File: src/design/tlmr_pkg.sv
package tlmr_pkg;

	// Structural constants
	localparam int WINDOW_LENGTH    = 10;
	localparam int STEPS_PER_SAMPLE = 3;
	localparam int SAMPLE_WIDTH     = 24;

	// Fixed field widths
	localparam int DUTY_W    = 16;
	localparam int TARE_W    = 24;
	localparam int TARGET_W  = 16;
	localparam int PCT_W     = 7;
	localparam int CFG_IDX_W = 2;
	localparam int CFG_DAT_W = 24;

	// Ramp constants
	localparam int DUTY_START    = 3550;
	localparam int CAP_BASE      = 327700;	// 3277 * 100
	localparam int CAP_PER_PCT   = 3277;	// 32.77 * 100
	localparam int DUTY_SCALE    = 100;
	localparam int GRAMS_DIVISOR = 45;

	// Register reset values
	localparam int TARE_RESET   = 0;
	localparam int TARGET_RESET = 400;
	localparam int PCT_RESET    = 90;

	// Derived widths
	localparam int WIDE_IN = (SAMPLE_WIDTH > TARE_W) ? SAMPLE_WIDTH : TARE_W;
	localparam int SUM_W   = SAMPLE_WIDTH + $clog2(WINDOW_LENGTH);
	localparam int CMP_W   = WIDE_IN + $clog2(WINDOW_LENGTH) + 2;
	localparam int CAP_W   = DUTY_W + PCT_W;
	localparam int STEP_W  = $clog2(STEPS_PER_SAMPLE + 1);
	localparam int HIST_N  = WINDOW_LENGTH - 1;

	// Register indexes
	localparam logic [CFG_IDX_W-1:0] CFG_TARE   = 2'd0;
	localparam logic [CFG_IDX_W-1:0] CFG_TARGET = 2'd1;
	localparam logic [CFG_IDX_W-1:0] CFG_PCT    = 2'd2;

	typedef logic signed [SAMPLE_WIDTH-1:0] sample_t;
	typedef logic [DUTY_W-1:0]              duty_t;

	typedef enum logic [1:0] {
		REASON_NONE   = 2'd0,
		REASON_THRUST = 2'd1,
		REASON_LIMIT  = 2'd2
	} reason_t;

	// Scaled thresholds, derived from the register values
	typedef struct packed {
		logic signed [CMP_W-1:0] tare_scaled;	// WINDOW_LENGTH * tare
		logic signed [CMP_W-1:0] target_scaled;	// 45 * WINDOW_LENGTH * grams
		logic [CAP_W-1:0]        cap_scaled;	// 100 * duty cap
	} cfg_t;

	// One decided input, handed to the result sequencer
	typedef struct packed {
		duty_t             duty;
		logic [STEP_W-1:0] last_idx;	// beats after the first
		logic              finished;
		reason_t           reason;
	} job_t;

endpackage

File: src/design/tlmr_if.sv
interface tlmr_sample_if;
	import tlmr_pkg::*;

	logic    valid;
	logic    ready;
	sample_t load_sample;

	modport source (output valid, output load_sample, input ready);
	modport sink   (input valid, input load_sample, output ready);
endinterface

interface tlmr_result_if;
	import tlmr_pkg::*;

	logic       valid;
	logic       ready;
	duty_t      duty_value;
	logic       last_of_run;
	logic       finished;
	logic [1:0] stop_reason;

	modport source (output valid, output duty_value, output last_of_run,
		output finished, output stop_reason, input ready);
	modport sink   (input valid, input duty_value, input last_of_run,
		input finished, input stop_reason, output ready);
endinterface

File: src/design/tlmr_cfg.sv
module tlmr_cfg (
	input  logic                               clk,
	input  logic                               arst_n,
	input  logic                               cfg_we,
	input  logic [tlmr_pkg::CFG_IDX_W-1:0]     cfg_index,
	input  logic [tlmr_pkg::CFG_DAT_W-1:0]     cfg_data,
	output tlmr_pkg::cfg_t                     cfg
);
	import tlmr_pkg::*;

	logic signed [CMP_W-1:0] tare_scaled_q;
	logic signed [CMP_W-1:0] target_scaled_q;
	logic [CAP_W-1:0]        cap_scaled_q;

	logic signed [CMP_W-1:0] tare_in;
	logic [CMP_W-1:0]        target_in;
	logic [CAP_W-1:0]        pct_in;

	assign tare_in   = CMP_W'(signed'(cfg_data[TARE_W-1:0]));
	assign target_in = CMP_W'(cfg_data[TARGET_W-1:0]);
	assign pct_in    = CAP_W'(cfg_data[PCT_W-1:0]);

	always_ff @(posedge clk or negedge arst_n) begin
		if (!arst_n) begin
			tare_scaled_q   <= CMP_W'(WINDOW_LENGTH * TARE_RESET);
			target_scaled_q <= CMP_W'(GRAMS_DIVISOR * WINDOW_LENGTH * TARGET_RESET);
			cap_scaled_q    <= CAP_W'(CAP_BASE + CAP_PER_PCT * PCT_RESET);
		end else if (cfg_we) begin
			unique case (cfg_index)
				CFG_TARE:   tare_scaled_q <= tare_in * CMP_W'(WINDOW_LENGTH);
				CFG_TARGET: target_scaled_q <=
					signed'(target_in * CMP_W'(GRAMS_DIVISOR * WINDOW_LENGTH));
				CFG_PCT:    cap_scaled_q <=
					CAP_W'(CAP_BASE) + pct_in * CAP_W'(CAP_PER_PCT);
				default: ;	// unmapped index: write dropped
			endcase
		end
	end

	assign cfg.tare_scaled   = tare_scaled_q;
	assign cfg.target_scaled = target_scaled_q;
	assign cfg.cap_scaled    = cap_scaled_q;
endmodule

File: src/design/tlmr_core.sv
module tlmr_core (
	input  logic            clk,
	input  logic            arst_n,
	input  tlmr_pkg::cfg_t  cfg,
	tlmr_sample_if.sink     samples,
	input  logic            emit_free,
	output logic            job_load,
	output tlmr_pkg::job_t  job
);
	import tlmr_pkg::*;

	logic                     valid_s1;
	sample_t                  sample_s1;
	duty_t                    duty_q;
	logic                     done_q;
	reason_t                  reason_q;
	logic signed [SUM_W-1:0]  sum_q;
	sample_t                  hist_q [HIST_N];

	logic                     advance;
	logic signed [SUM_W-1:0]  total;
	logic signed [CMP_W-1:0]  net;
	logic [CAP_W-1:0]         duty_x100;
	logic                     limit_hit;
	logic                     thrust_hit;

	assign advance       = valid_s1 && emit_free;
	assign samples.ready = !valid_s1 || emit_free;

	// input register
	always_ff @(posedge clk or negedge arst_n) begin
		if (!arst_n) begin
			valid_s1 <= 1'b0;
		end else if (samples.ready) begin
			valid_s1 <= samples.valid;
		end
	end

	always_ff @(posedge clk) begin
		if (samples.valid && samples.ready) begin
			sample_s1 <= samples.load_sample;
		end
	end

	// decision
	assign duty_x100  = CAP_W'(duty_q) * CAP_W'(DUTY_SCALE);
	assign limit_hit  = duty_x100 >= cfg.cap_scaled;
	assign total      = sum_q + SUM_W'(sample_s1);
	assign net        = CMP_W'(total) - cfg.tare_scaled;
	assign thrust_hit = net >= cfg.target_scaled;

	always_comb begin
		job.duty     = duty_q;
		job.last_idx = '0;
		job.finished = 1'b1;
		job.reason   = reason_q;
		if (!done_q) begin
			if (limit_hit) begin
				job.reason = REASON_LIMIT;
			end else if (thrust_hit) begin
				job.reason = REASON_THRUST;
			end else begin
				job.finished = 1'b0;
				job.reason   = REASON_NONE;
				job.last_idx = STEP_W'(STEPS_PER_SAMPLE - 1);
			end
		end
	end

	assign job_load = advance;

	// ramp state
	always_ff @(posedge clk or negedge arst_n) begin
		if (!arst_n) begin
			duty_q   <= DUTY_W'(DUTY_START);
			done_q   <= 1'b0;
			reason_q <= REASON_NONE;
			sum_q    <= '0;
			for (int i = 0; i < HIST_N; i++) begin
				hist_q[i] <= '0;
			end
		end else if (advance && !done_q) begin
			if (limit_hit) begin
				done_q   <= 1'b1;
				reason_q <= REASON_LIMIT;
			end else begin
				// running sum of the held samples
				sum_q     <= total - SUM_W'(hist_q[HIST_N-1]);
				hist_q[0] <= sample_s1;
				for (int i = 1; i < HIST_N; i++) begin
					hist_q[i] <= hist_q[i-1];
				end
				if (thrust_hit) begin
					done_q   <= 1'b1;
					reason_q <= REASON_THRUST;
				end else begin
					duty_q <= duty_q + DUTY_W'(STEPS_PER_SAMPLE);
				end
			end
		end
	end
endmodule

File: src/design/tlmr_emit.sv
module tlmr_emit (
	input  logic            clk,
	input  logic            arst_n,
	input  logic            job_load,
	input  tlmr_pkg::job_t  job,
	output logic            emit_free,
	tlmr_result_if.source   results
);
	import tlmr_pkg::*;

	logic              busy_q;
	duty_t             duty_q;
	logic [STEP_W-1:0] remain_q;
	logic              fin_q;
	reason_t           reason_q;
	logic              fire;

	assign fire      = busy_q && results.ready;
	assign emit_free = !busy_q || (results.ready && remain_q == '0);

	always_ff @(posedge clk or negedge arst_n) begin
		if (!arst_n) begin
			busy_q <= 1'b0;
		end else if (job_load) begin
			busy_q <= 1'b1;
		end else if (fire && remain_q == '0) begin
			busy_q <= 1'b0;
		end
	end

	always_ff @(posedge clk) begin
		if (job_load) begin
			duty_q   <= job.duty;
			remain_q <= job.last_idx;
			fin_q    <= job.finished;
			reason_q <= job.reason;
		end else if (fire && remain_q != '0) begin
			duty_q   <= duty_q + DUTY_W'(1);
			remain_q <= remain_q - STEP_W'(1);
		end
	end

	assign results.valid       = busy_q;
	assign results.duty_value  = duty_q;
	assign results.last_of_run = (remain_q == '0);
	assign results.finished    = fin_q;
	assign results.stop_reason = reason_q;
endmodule

File: src/design/thrust_limited_motor_ramp.sv
// Thrust-limited motor ramp. Each load-cell sample beat on samples steps a PWM duty
// ramp that starts at 3550: while ramping, a sample gives three duty beats (duty,
// duty+1, duty+2, the last flagged last_of_run) and the duty moves on by three. The
// ramp stops for good on the speed cap (100*duty >= 327700 + 3277*percent, sample
// discarded) or once the ten-sample window sum, less ten times the tare, reaches
// 450 times the gram target; that sample and every later one give a single
// finished beat that holds the final duty and the stop reason. Only arst_n
// restarts the ramp. A sample passes through the input register and then leaves
// one to three beats in the result register, which gives one result beat per
// cycle while results.ready is high and so paces the samples. The next sample
// is taken while results still drain. Register writes take effect in the next
// cycle; the user must make them only while idle; the block does not enforce it.
module thrust_limited_motor_ramp (
	input  logic                            clk,
	input  logic                            arst_n,
	input  logic                            cfg_we,
	input  logic [tlmr_pkg::CFG_IDX_W-1:0]  cfg_index,
	input  logic [tlmr_pkg::CFG_DAT_W-1:0]  cfg_data,
	tlmr_sample_if.sink                     samples,
	tlmr_result_if.source                   results
);
	import tlmr_pkg::*;

	cfg_t cfg;		// scaled thresholds
	job_t job;		// decided sample, one to three beats
	logic job_load;
	logic emit_free;	// result register can take a new job this cycle

	// register file; scaling by the window, divisor and cap constants done at write
	tlmr_cfg u_cfg (
		.clk       (clk),
		.arst_n    (arst_n),
		.cfg_we    (cfg_we),
		.cfg_index (cfg_index),
		.cfg_data  (cfg_data),
		.cfg       (cfg)
	);

	// input register, cap and thrust compares, window and duty state
	tlmr_core u_core (
		.clk       (clk),
		.arst_n    (arst_n),
		.cfg       (cfg),
		.samples   (samples),
		.emit_free (emit_free),
		.job_load  (job_load),
		.job       (job)
	);

	// result register, steps out the beats of one job
	tlmr_emit u_emit (
		.clk       (clk),
		.arst_n    (arst_n),
		.job_load  (job_load),
		.job       (job),
		.emit_free (emit_free),
		.results   (results)
	);
endmodule
File: src/flat_wrapper.sv
// flat-port wrapper written by rule: the top's interface ports become plain ports
module thrust_limited_motor_ramp_flat import tlmr_pkg::*;
  (clk, arst_n, cfg_we, cfg_index, cfg_data, samples_valid, samples_load_sample, samples_ready, results_valid, results_duty_value, results_last_of_run, results_finished, results_stop_reason, results_ready);
  tlmr_sample_if samples_i ();
  tlmr_result_if results_i ();
  input  logic clk;
  input  logic arst_n;
  input  logic cfg_we;
  input  logic [tlmr_pkg::CFG_IDX_W-1:0] cfg_index;
  input  logic [tlmr_pkg::CFG_DAT_W-1:0] cfg_data;
  input wire logic [$bits(samples_i.valid)-1:0] samples_valid;
  input wire logic [$bits(samples_i.load_sample)-1:0] samples_load_sample;
  output wire logic [$bits(samples_i.ready)-1:0] samples_ready;
  output wire logic [$bits(results_i.valid)-1:0] results_valid;
  output wire logic [$bits(results_i.duty_value)-1:0] results_duty_value;
  output wire logic [$bits(results_i.last_of_run)-1:0] results_last_of_run;
  output wire logic [$bits(results_i.finished)-1:0] results_finished;
  output wire logic [$bits(results_i.stop_reason)-1:0] results_stop_reason;
  input wire logic [$bits(results_i.ready)-1:0] results_ready;
  assign samples_i.valid = samples_valid;
  assign samples_i.load_sample = samples_load_sample;
  assign samples_ready = samples_i.ready;
  assign results_valid = results_i.valid;
  assign results_duty_value = results_i.duty_value;
  assign results_last_of_run = results_i.last_of_run;
  assign results_finished = results_i.finished;
  assign results_stop_reason = results_i.stop_reason;
  assign results_i.ready = results_ready;
  thrust_limited_motor_ramp u_core (.clk(clk), .arst_n(arst_n), .cfg_we(cfg_we), .cfg_index(cfg_index), .cfg_data(cfg_data), .samples(samples_i), .results(results_i));
endmodule
File: config.mk
export PLATFORM = sky130hd
export DESIGN_NAME = thrust_limited_motor_ramp_flat
export DESIGN_NICKNAME = d
export VERILOG_FILES = /design/src/design/tlmr_pkg.sv /design/src/design/tlmr_if.sv /design/src/design/tlmr_cfg.sv /design/src/design/tlmr_core.sv /design/src/design/tlmr_emit.sv /design/src/design/thrust_limited_motor_ramp.sv /design/src/flat_wrapper.sv
export SDC_FILE = /design/constraint.sdc
export NUM_CORES = 1
export LEC_CHECK = 0
export ABC_AREA = 1
export BUFFER_PORTS_ARGS = -buffer_cell sky130_fd_sc_hd__clkbuf_2
export CAP_MARGIN = 20
export CORE_ASPECT_RATIO = 1.4
export CORE_MARGIN = 4
export CORE_UTILIZATION = 40
export CTS_BUF_LIST = sky130_fd_sc_hd__clkbuf_4 sky130_fd_sc_hd__clkbuf_8
export DETAILED_ROUTE_END_ITERATION = 10
export GPL_ROUTABILITY_DRIVEN = 0
export GPL_TIMING_DRIVEN = 0
export SLEW_MARGIN = 25
export SYNTH_ARGS = -nofsm -noshare
export SYNTH_HDL_FRONTEND = slang
export SYNTH_SLANG_ARGS = --single-unit
export TNS_END_PERCENT = 1
File: constraint.sdc
create_clock -name clk -period 7.36 [get_ports clk]
set_clock_uncertainty 0.1 [all_clocks]
set_input_delay 0.736 -clock clk [delete_from_list [all_inputs] [get_ports clk]]
set_output_delay 0.736 -clock clk [all_outputs]
set_load 0.1 [all_outputs]
==> results of run 1 <==
==> worst max path at each step <==
stage | from | endpoint | slack, ns | cells past startpoint
finish | u_core.u_core.sample_s1[0]$_DFFE_PP_ | u_core.u_emit.remain_q[1]$_DFFE_PP_ | 1.00 | 29
global route | u_core.u_core.sample_s1[0]$_DFFE_PP_ | u_core.u_emit.remain_q[1]$_DFFE_PP_ | 0.30 | 29
CTS | u_core.u_core.sample_s1[0]$_DFFE_PP_ | u_core.u_emit.remain_q[1]$_DFFE_PP_ | 0.98 | 29
detailed placement | u_core.u_core.sample_s1[0]$_DFFE_PP_ | u_core.u_emit.remain_q[1]$_DFFE_PP_ | 0.95 | 29
global placement | arst_n | u_core.u_cfg.tare_scaled_q[27]$_DFFE_PN0P_ | -2.09 | 1
floorplan | u_core.u_core.sample_s1[0]$_DFFE_PP_ | u_core.u_emit.remain_q[1]$_DFFE_PP_ | 2.25 | 28
==> state kept, by name, summed over array words and instances, names as in the netlist, 2 cells and up <==
| name | cells |
|---|---|
| u_core.u_cfg.cap_scaled_q | 20 |
| u_core.u_emit.remain_q | 2 |
| u_core.u_emit.results.stop_reason | 2 |
| u_core.u_core.reason_q | 2 |
| u_core.u_core.hist_q | 216 |
| u_core.u_core.duty_q | 16 |
| u_core.u_core.sample_s1 | 24 |
| u_core.u_emit.results.duty_value | 16 |
| u_core.u_cfg.tare_scaled_q | 28 |
| u_core.u_core.sum_q | 28 |
| u_core.u_cfg.target_scaled_q | 24 |
==> cells in the final DEF (no fill, tap or decap), types with 8 or more instances in the layout <==
| cell | n |
|---|---|
| nand2_1 | 779 |
| inv_1 | 500 |
| ha_1 | 334 |
| dfrtp_1 | 313 |
| o21ai_0 | 251 |
| a21oi_1 | 173 |
| nor2_1 | 132 |
| o21ai_1 | 117 |
| nand3_1 | 104 |
| clkbuf_8 | 77 |
| clkbuf_2 | 75 |
| xor2_1 | 74 |
| fa_1 | 54 |
| xnor2_1 | 51 |
| edfxtp_1 | 45 |
| nand4_1 | 34 |
| clkbuf_1 | 31 |
| nor3_1 | 24 |
| dfstp_2 | 24 |
| clkbuf_4 | 22 |
| or2_2 | 20 |
| buf_6 | 19 |
| a31oi_1 | 15 |
| buf_2 | 15 |
| a21o_1 | 14 |
| o22ai_1 | 13 |
| o21bai_1 | 12 |
| o21ai_2 | 12 |
| o21a_1 | 10 |
| clkinv_2 | 8 |
==> layout make-up <==
class / instances / area share
timing repair buffer: 82 / 0.0176
tap: 847 / 0.0359
antenna: 1 / 0.0000847
inverter: 503 / 0.0639
clock inverter: 16 / 0.00521
sequential: 382 / 0.332
multi-input combinational: 2276 / 0.489
buffer: 73 / 0.0152
clock buffer: 98 / 0.0410
==> critical path, delay by kind of cell, from the launching register on <==
family	cells	cell delay, ns
xor+xnor	2	0.43
buf+inv	2	0.12
fa+ha+maj	4	1.23
compound gates	8	1.81
flops	1	0.44
simple gates	13	1.97
==> power groups by stage <==
stage	logic (mW)	registers, mW	clock network, mW
3_3_place_gp	4.60	2.62	0
2_1_floorplan	3.19	2.92	0
3_5_place_dp	4.66	2.62	0
6_report	4.68	2.58	2.02
5_1_grt	5.29	2.60	2.17
4_1_cts	4.69	2.58	2.08
==> metal layers <==
layer,vias to the layer above,share of wire,global-route usage
met2,318,0.52,0.353
met3,125,0.028,0.0225
li1,10800,-,-
met4,2,0.038,0.0687
met5,-,0.00019,0
met1,9853,0.42,0.221
==> what timing repair did <==
action | in CTS | in global routing
setup endpoints to repair | 0 | 0
hold buffers | 1 | 0
setup buffers | 0 | 0
hold endpoints to repair | 47 | 0
resized for setup | 0 | 0
==> stage by stage <==
step                      setup TNS [ns]  setup slack, ns  instances  instance area [um^2]  total power, mW
after floorplan                        0             2.25       3234                 26600             6.11
after global placement           -642.56            -2.09       4157                 28000             7.23
after detailed placement               0            0.947       4162                 28200             7.28
after CTS                              0            0.983       4277                 29500             9.35
after global routing                   0            0.303       4278                 29500             10.1
final                                  0             1.00       4278                 29500             9.28
==> cell families (layout without fill, tap and decap cells) <==
kind of cell	Yosys count	after routing	synth area share
simple gates	1118	1118	0.173
compound gates	645	645	0.131
buf+inv	576	772	0.0880
fa+ha+maj	388	388	0.198
flops	382	382	0.369
xor+xnor	125	125	0.0412
other cells	0	1	0
==> results.ini, run 1 <==
[outcome]
status = finished, final reports clean

[floorplanning]
die_w_um = 226
rows = 111
ios = 77
die-height_um = 313
initial_core_util = 0.405
core_area_um2 = 65700
die-area_um2 = 70700

[worst_setup_path]
cp-end-kind = flop
crit_top_cell = nand2_1
worst_setup_path_start_kind = flop
worstReg2RegEnd = u_core.u_emit.remain_q[1]$_DFFE_PP_
rr_worst_depth = 29
max_stage_delay_ns = 0.55
required_ns = 7.67
crit_fanout = 5
critPathArrivalTime_ns = 6.67
r2r_slack_ns = 1.00
r2r-start = u_core.u_core.sample_s1[0]$_DFFE_PP_
crit_slowest_cell = or4_1
path_class = reg2reg

[place]
hpwl_mm = 53.5
portBuffers = 76

[job]
maxCapViolations = 0

[logic_synthesis]
yosysWarningCount = 0
synth_cell_types = 52
ys_seq_elements = 382
netlist_area_um2 = 26600
synthTopCellsByArea = dfrtp_1, ha_1, nand2_1, inv_1, edfxtp_1
synth_fp_nets = 3677
synthCells = 3234
synth_top_area_cell = dfrtp_1
postSynth.asyncResetShare = 0.882
synth_flop_cell = dfrtp_1
synth_top_area_frac = 0.295
ys_seq_area_frac = 0.369
yosys-top-cells-count = nand2_1, inv_1, ha_1, dfrtp_1, o21ai_0
yosysMostFrequentCell = nand2_1
syn-mean-instance-area_um2 = 8.22
synth-edff-count = 45

[global_route]
grt_pass1_wl_mm = 109
overflow = 0
grt_max_degree = 86
antenna_found_initial = 2
grt_pass1_vias = 21600
grtUsageTotal = 0.189

[worst_hold_path]
whs_endpoint = u_core.u_core.sample_s1[22]$_DFFE_PP_
hold_depth = 1
min_path_type = in2reg
worstHoldStart = samples_load_sample[22]

[timing]
holdWs_ns = 0.0993
tightest_slew_ns = 0.867
slew_violations = 0
hold_viol_final = 0
max_freq_mhz = 157
rsz0062_at_grt = false
finalSetupViolations = 0
slew-limit-headroom = 0.417
period_needed_ns = 6.36
period_share = 0.864

[route]
via_count = 21100
drtAntennaViolNets = 0
routed_wl_mm = 66.8
vias_per_cell = 4.94
drt_iter0_markers = 1083
wire_per_inst_um = 15.6
drtPass1Iterations = 6
drc = 0

[clock_tree]
cts_tree = built
cts.path.max_buffers = 3
clkLatencyLatePin_ns = 0.70
cts.root.buffer_cell = clkbuf_8
cts.htree.levels = 2
cts.sinks = 382
cts_buffers = 60
clkTransAtPathRegs_ns = 0.07

[pwr]
power_leakage_nw = 14.9
pwr-share-clk = 0.218
p_int_mw = 5.11
powerDensity_nw_per_um2 = 314
seqPwrFrac = 0.278
switchingPower_mw = 4.18
ir_drop_uv = 438
switching_share = 0.450
share_comb_of_total_power = 0.504

[layout]
nets = 3821
seqCellArea_um2 = 9810
area_growth_pct = 11.1
drive_gt1_frac = 0.0892
final_util = 0.450
multi_input_area_um2 = 14400
fill_cells = 6636

(Power assumes the default switching activity.)
==> inputs of run 2 (changes only) <==
--- a/config.mk
+++ b/config.mk
@@ -15,6 +15,7 @@
 export DETAILED_ROUTE_END_ITERATION = 10
 export GPL_ROUTABILITY_DRIVEN = 0
 export GPL_TIMING_DRIVEN = 0
+export RECOVER_POWER = 100
 export SLEW_MARGIN = 25
 export SYNTH_ARGS = -nofsm -noshare
 export SYNTH_HDL_FRONTEND = slang
==> results.ini, run 2 (synthesized netlist as in run 1, its figures left out) <==
[outcome]
status = finished with violations  ; was finished, final reports clean
violations = max-capacitance violations, max-slew violations

[timing]
period_share = 0.901  ; was 0.864
rsz0062_at_grt = false  ; unchanged
tightest_slew_ns = 3.27  ; was 0.867 ns
slew_violations = 283  ; was 0
max_freq_mhz = 151  ; was 157 MHz
hold_viol_final = 0  ; unchanged
period_needed_ns = 6.63  ; was 6.36 ns
setup-tns-final_ns = 0  ; unchanged
fin_ws_ns = 0.730  ; was 1.00 ns
slew-limit-headroom = -1.18  ; was 0.417
finalSetupViolations = 0  ; unchanged

[layout]
fill_cells = 6674  ; was 6636
seqCellArea_um2 = 9810  ; unchanged
reg_top3 = u_core.u_core.hist_q (216), u_core.u_cfg.tare_scaled_q (28), u_core.u_core.sum_q (28)  ; unchanged
mostFrequentLayoutCell = nand2_1  ; unchanged
regMostFlops = u_core.u_core.hist_q  ; unchanged
drive_gt1_frac = 0.0746  ; was 0.0892
multi_input_area_um2 = 14400  ; about the same
largest_reg_flops = 216  ; unchanged
final_cell_mix = nand2_1, inv_1, o21ai_0, ha_1, dfrtp_1  ; was nand2_1, inv_1, ha_1, dfrtp_1, o21ai_0
nets = 3821  ; unchanged
area_growth_pct = 10.4  ; was 11.1%

[worst_setup_path]
cp_top_family = simple AND/OR/NAND/NOR gates  ; unchanged
crit_buf_inv = 5  ; was 2
crit_slowest_cell = nor3_1  ; was or4_1
critPathArrivalTime_ns = 7.02  ; was 6.67 ns
path_class = reg2reg  ; unchanged
crit_fanout = 10  ; was 5
required_ns = 7.75  ; was 7.67 ns
worst_setup_path_start_kind = flop  ; unchanged
r2r_slack_ns = 0.73  ; was 1.00 ns
cp-end-kind = flop  ; unchanged
cp-startpoint = u_core.u_core.duty_q[4]$_DFFE_PN1P_  ; was u_core.u_core.sample_s1[0]$_DFFE_PP_
r2r-start = u_core.u_core.duty_q[4]$_DFFE_PN1P_  ; was u_core.u_core.sample_s1[0]$_DFFE_PP_
max_stage_delay_ns = 0.96  ; was 0.55 ns

[pwr]
switching_share = 0.450  ; about the same
p_int_mw = 5.08  ; was 5.11 mW
switchingPower_mw = 4.16  ; was 4.18 mW
pwr-share-clk = 0.219  ; was 0.218
ir_drop_uv = 422  ; was 438 uV
seqPwrFrac = 0.280  ; was 0.278
share_comb_of_total_power = 0.501  ; was 0.504
power_leakage_nw = 14.8  ; was 14.9 nW
powerDensity_nw_per_um2 = 315  ; was 314 nW/um^2

[global_route]
grtUsageTotal = 0.189  ; unchanged
grt_pass1_wl_mm = 109  ; unchanged
use_met2 = 0.353  ; unchanged
use_met3 = 0.0225  ; unchanged
antenna_found_initial = 2  ; unchanged
overflow = 0  ; unchanged
grt_max_degree = 86  ; unchanged
grtUsageMet1 = 0.221  ; unchanged
busiest_layer = met2  ; unchanged
grt_pass1_vias = 21600  ; unchanged

[place]
hpwl_mm = 53.5  ; unchanged
portBuffers = 76  ; unchanged
pre_cts_ws_ns = 0.947  ; unchanged

[route]
drtAntennaViolNets = 0  ; unchanged
routed_wl_mm = 66.9  ; was 66.8 mm
drtPass1Iterations = 5  ; was 6
drt_iter0_markers = 1008  ; was 1083
via_count = 21100  ; about the same
vias_per_cell = 4.93  ; was 4.94
drc = 0  ; unchanged
wire_per_inst_um = 15.6  ; about the same

[floorplanning]
core_area_um2 = 65700  ; unchanged
ios = 77  ; unchanged
rows = 111  ; unchanged
die_w_um = 226  ; unchanged
initial_core_util = 0.405  ; unchanged
die-area_um2 = 70700  ; unchanged
die-height_um = 313  ; unchanged

[clock_tree]
cts_hold_buf = 1  ; unchanged
cts.htree.levels = 2  ; unchanged
cts.root.buffer_cell = clkbuf_8  ; unchanged
cts.sinks = 382  ; unchanged
cts_buffers = 60  ; unchanged
clkLatencyLatePin_ns = 0.69  ; was 0.70 ns
cts.path.max_buffers = 3  ; unchanged
cts_setup_buffers = 0  ; unchanged
clkTransAtPathRegs_ns = 0.07  ; about the same
cts_resized = 0  ; unchanged
cts_tree = built  ; unchanged

[worst_hold_path]
min_path_type = in2reg  ; unchanged
worstHoldStart = samples_load_sample[18]  ; was samples_load_sample[22]

[job]
maxCapViolations = 4  ; was 0

==> run 2: cell count changes in the layout (fill, tap and decap cells not counted), sizes merged <==
cell / before / now
clkbuf: 205 / 217
buf: 47 / 34
diode: 1 / 2
clkdlybuf4s25: 0 / 1
==> run 2: worst reg2reg max path: stages (launching register included) <==
cell	delay [ns]
dfstp_1	0.71
ha_1	0.30
ha_1	0.27
inv_1	0.05
fa_1	0.50
inv_1	0.04
ha_1	0.36
a21oi_1	0.18
o21ai_0	0.10
nor2_1	0.26
o21ai_2	0.13
nand3_1	0.08
nand2_1	0.07
a31oi_1	0.18
xnor2_1	0.15
ha_1	0.26
nand2_1	0.09
inv_1	0.06
nand4_1	0.08
nor4_1	0.06
nor2_1	0.09
nand2_1	0.06
a21oi_1	0.16
nand2_1	0.13
nor3_1	0.96
buf_4	0.36
clkbuf_1	0.49
o21ai_0	0.15
==> run 2: stage by stage <==
step / hold WS, ns / cell area (um^2) / power [mW] / util / instances
3_3_place_gp: 0.357 / 28000 / 7.23 / 0.427 / 4157
4_1_cts: 0.0362 / 29500 / 9.35 / 0.450 / 4277
6_report: 0.0942 / 29300 / 9.23 / 0.447 / 4279
3_5_place_dp: 0.360 / 28200 / 7.28 / 0.429 / 4162
2_1_floorplan: 0.340 / 26600 / 6.11 / - / 3234
5_1_grt: 0.0498 / 29300 / 10.0 / 0.447 / 4278
==> run 2: worst paths after layout <==
check / endpoint / cells after the start
setup reg to reg: u_core.u_core.hist_q[6]$_DFFE_PN0P_ / 27
hold / removal: u_core.u_core.sample_s1[18]$_DFFE_PP_ / 1
setup / recovery: u_core.u_core.hist_q[6]$_DFFE_PN0P_ / 27
min in group asynchronous: u_core.u_core.duty_q[12]$_DFFE_PN0P_ / 2
hold reg to reg: u_core.u_core.hist_q[144]$_DFFE_PN0P_ / 2
max in group asynchronous: u_core.u_core.hist_q[145]$_DFFE_PN0P_ / 4
==> run 2: power by group through the flow <==
| stage | registers [mW] | clock network, mW | logic, mW |
|---|---|---|---|
| after global placement | 2.62 | 0 | 4.60 |
| after global routing | 2.60 | 2.17 | 5.25 |
| after CTS | 2.58 | 2.08 | 4.69 |
| after floorplan | 2.92 | 0 | 3.19 |
| final | 2.58 | 2.02 | 4.63 |
| after detailed placement | 2.62 | 0 | 4.66 |
==> run 2: cell type report <==
class,instances,area share
multi-input combinational,2276,0.490
sequential,382,0.335
inverter,503,0.0644
clock buffer,98,0.0413
tap,847,0.0361
buffer,73,0.0145
timing repair buffer,82,0.0139
clock inverter,16,0.00525
antenna,2,0.000171
==> run 2: routing by layer <==
| layer | part of all wire | up-vias |
|---|---|---|
| li1 | - | 10900 |
| met1 | 0.41 | 9829 |
| met2 | 0.52 | 317 |
| met3 | 0.031 | 119 |
| met4 | 0.038 | 0 |
| met5 | 0 | - |
==> inputs of run 3 (changes only) <==
==> constraint.sdc (replaced) <==
create_clock -name clk -period 7.36 [get_ports clk]
set_clock_uncertainty 0.1 [all_clocks]
set_input_delay 0.368 -clock clk [delete_from_list [all_inputs] [get_ports clk]]
set_output_delay 0.368 -clock clk [all_outputs]
set_load 0.1 [all_outputs]
==> results.ini, run 3 (synthesized netlist as in run 1, its figures left out) <==
[outcome]
status = finished with violations  ; unchanged
violations = max-capacitance violations, max-slew violations  ; unchanged

[route]
vias_per_cell = 4.94  ; was 4.93
wire_per_inst_um = 15.6  ; about the same
drc = 0  ; unchanged
drtPass1Iterations = 5  ; unchanged
via_count = 21300  ; was 21100
drt_iter0_markers = 981  ; was 1008
drtAntennaViolNets = 0  ; unchanged
routed_wl_mm = 67.4  ; was 66.9 mm

[floorplanning]
die-height_um = 313  ; unchanged
rows = 111  ; unchanged
ios = 77  ; unchanged
die_w_um = 226  ; unchanged
initial_core_util = 0.405  ; unchanged
die-area_um2 = 70700  ; unchanged
core_area_um2 = 65700  ; unchanged

[layout]
final_cell_mix = nand2_1, inv_1, o21ai_0, ha_1, dfrtp_1  ; unchanged
mostFrequentLayoutCell = nand2_1  ; unchanged
drive_gt1_frac = 0.0743  ; was 0.0746
fill_cells = 6650  ; was 6674
regMostFlops = u_core.u_core.hist_q  ; unchanged
reg_top3 = u_core.u_core.hist_q (216), u_core.u_cfg.tare_scaled_q (28), u_core.u_core.sum_q (28)  ; unchanged
area_growth_pct = 11.5  ; was 10.4%
nets = 3851  ; was 3821
largest_reg_flops = 216  ; unchanged
finalNonFillerCells = 4308  ; was 4279
fin_area_um2 = 29600  ; was 29300 um^2

[pwr]
powerDensity_nw_per_um2 = 312  ; was 315 nW/um^2
finalPower_mw = 9.25  ; was 9.23 mW
share_comb_of_total_power = 0.503  ; was 0.501
p_int_mw = 5.09  ; was 5.08 mW
pwr-share-clk = 0.218  ; was 0.219
switchingPower_mw = 4.16  ; about the same
seqPwrFrac = 0.279  ; was 0.280
switching_share = 0.450  ; about the same
power_leakage_nw = 14.9  ; was 14.8 nW
ir_drop_uv = 422  ; about the same

[timing]
slew-limit-headroom = -1.17  ; was -1.18
setup-tns-final_ns = 0  ; unchanged
hold_viol_final = 0  ; unchanged
slew_violations = 283  ; unchanged
max_freq_mhz = 151  ; about the same
period_share = 0.899  ; was 0.901
tightest_slew_ns = 3.25  ; was 3.27 ns
period_needed_ns = 6.61  ; was 6.63 ns
finalSetupViolations = 0  ; unchanged
rsz0062_at_grt = false  ; unchanged

[clock_tree]
clkTransAtPathRegs_ns = 0.07  ; about the same
cts.root.buffer_cell = clkbuf_8  ; unchanged
cts_tree = built  ; unchanged
cts_buffers = 60  ; unchanged
cts.path.max_buffers = 3  ; unchanged
cts_setup_buffers = 0  ; unchanged
cts.sinks = 382  ; unchanged
cts_hold_buf = 31  ; was 1
cts_resized = 0  ; unchanged
cts.htree.levels = 2  ; unchanged
clkLatencyLatePin_ns = 0.69  ; about the same

[worst_setup_path]
required_ns = 7.76  ; was 7.75 ns
crit_top_cell = nand2_1
cp_top_family = simple AND/OR/NAND/NOR gates  ; unchanged
cp-end-kind = flop  ; unchanged
crit_fanout = 10  ; unchanged
worst_setup_path_start_kind = flop  ; unchanged
critPathArrivalTime_ns = 7.02  ; about the same
path_class = reg2reg  ; unchanged
crit_buf_inv = 7  ; was 5
max_stage_delay_ns = 0.95  ; was 0.96 ns
crit_slowest_cell = nor3_1  ; unchanged

[place]
place_area_um2 = 28200  ; unchanged
dp.cells = 4162  ; unchanged
portBuffers = 76  ; unchanged
hpwl_mm = 53.5  ; unchanged

[global_route]
antenna_found_initial = 1  ; was 2
overflow = 0  ; unchanged
grt_max_degree = 86  ; unchanged
grt_pass1_wl_mm = 110  ; was 109 mm
grtUsageTotal = 0.190  ; was 0.189
grt_pass1_vias = 21700  ; was 21600

[job]
maxCapViolations = 4  ; unchanged

[worst_hold_path]
min_path_type = in2reg  ; unchanged

[run 3: cell count changes in the layout (fill, tap and decap cells not counted), sizes merged]
cell           before  now
clkbuf            217  218
diode               2    1
dlygate4sd3         1   31
clkdlybuf4s25       1    0
[run 3: metrics by stage]
step                hold slack, ns  setup WS, ns  utilization
global route                0.0850         0.151        0.451
detailed placement           0.280         0.947        0.429
finish                      0.0728         0.746        0.451
global placement             0.357         -1.72        0.427
CTS                         0.0143         0.983        0.454
floorplan                  -0.0276          2.25            -
[run 3: final timing paths]
kind / depth (start not counted) / to / from / slack [ns]
setup / recovery: 30 / u_core.u_core.hist_q[57]$_DFFE_PN0P_ / u_core.u_core.duty_q[4]$_DFFE_PN1P_ / 0.75
hold / removal: 3 / u_core.u_cfg.target_scaled_q[4]$_DFFE_PN0P_ / cfg_data[3] / 0.07
setup reg to reg: 30 / u_core.u_core.hist_q[57]$_DFFE_PN0P_ / u_core.u_core.duty_q[4]$_DFFE_PN1P_ / 0.75
hold reg to reg: 2 / u_core.u_core.hist_q[144]$_DFFE_PN0P_ / u_core.u_core.hist_q[168]$_DFFE_PN0P_ / 0.32
max in group asynchronous: 4 / u_core.u_core.hist_q[145]$_DFFE_PN0P_ / arst_n / 1.53
min in group asynchronous: 2 / u_core.u_core.duty_q[12]$_DFFE_PN0P_ / arst_n / 1.21
[run 3: layout make-up]
cell class              count  area [um^2]  area share
multi-input cells        2276        14400       0.485
repair buffers            112          703      0.0237
clock inverters            16          154     0.00519
well taps                 847         1060      0.0358
clock buffers              98         1210      0.0409
plain buffers              73          425      0.0144
diodes                      1         2.50   0.0000845
flip-flops and latches    382         9810       0.331
inverters                 503         1890      0.0637
[run 3: routing by layer]
metal  wire (um)  track usage
met5           0            0
met4        2630       0.0687
met3        1910       0.0216
met2       34800        0.356
met1       28000        0.223
[run 3: worst min-delay path, stage by stage]
cell	delay (ns)
clkbuf_2	0.21
inv_1	0.14
o21ai_0	0.09
[run 3: power groups by stage]
stage / clock network (mW) / logic [mW] / registers, mW
2_1_floorplan: 0 / 3.19 / 2.92
3_3_place_gp: 0 / 4.60 / 2.62
3_5_place_dp: 0 / 4.66 / 2.62
4_1_cts: 2.08 / 4.71 / 2.58
5_1_grt: 2.17 / 5.26 / 2.60
6_report: 2.02 / 4.65 / 2.58
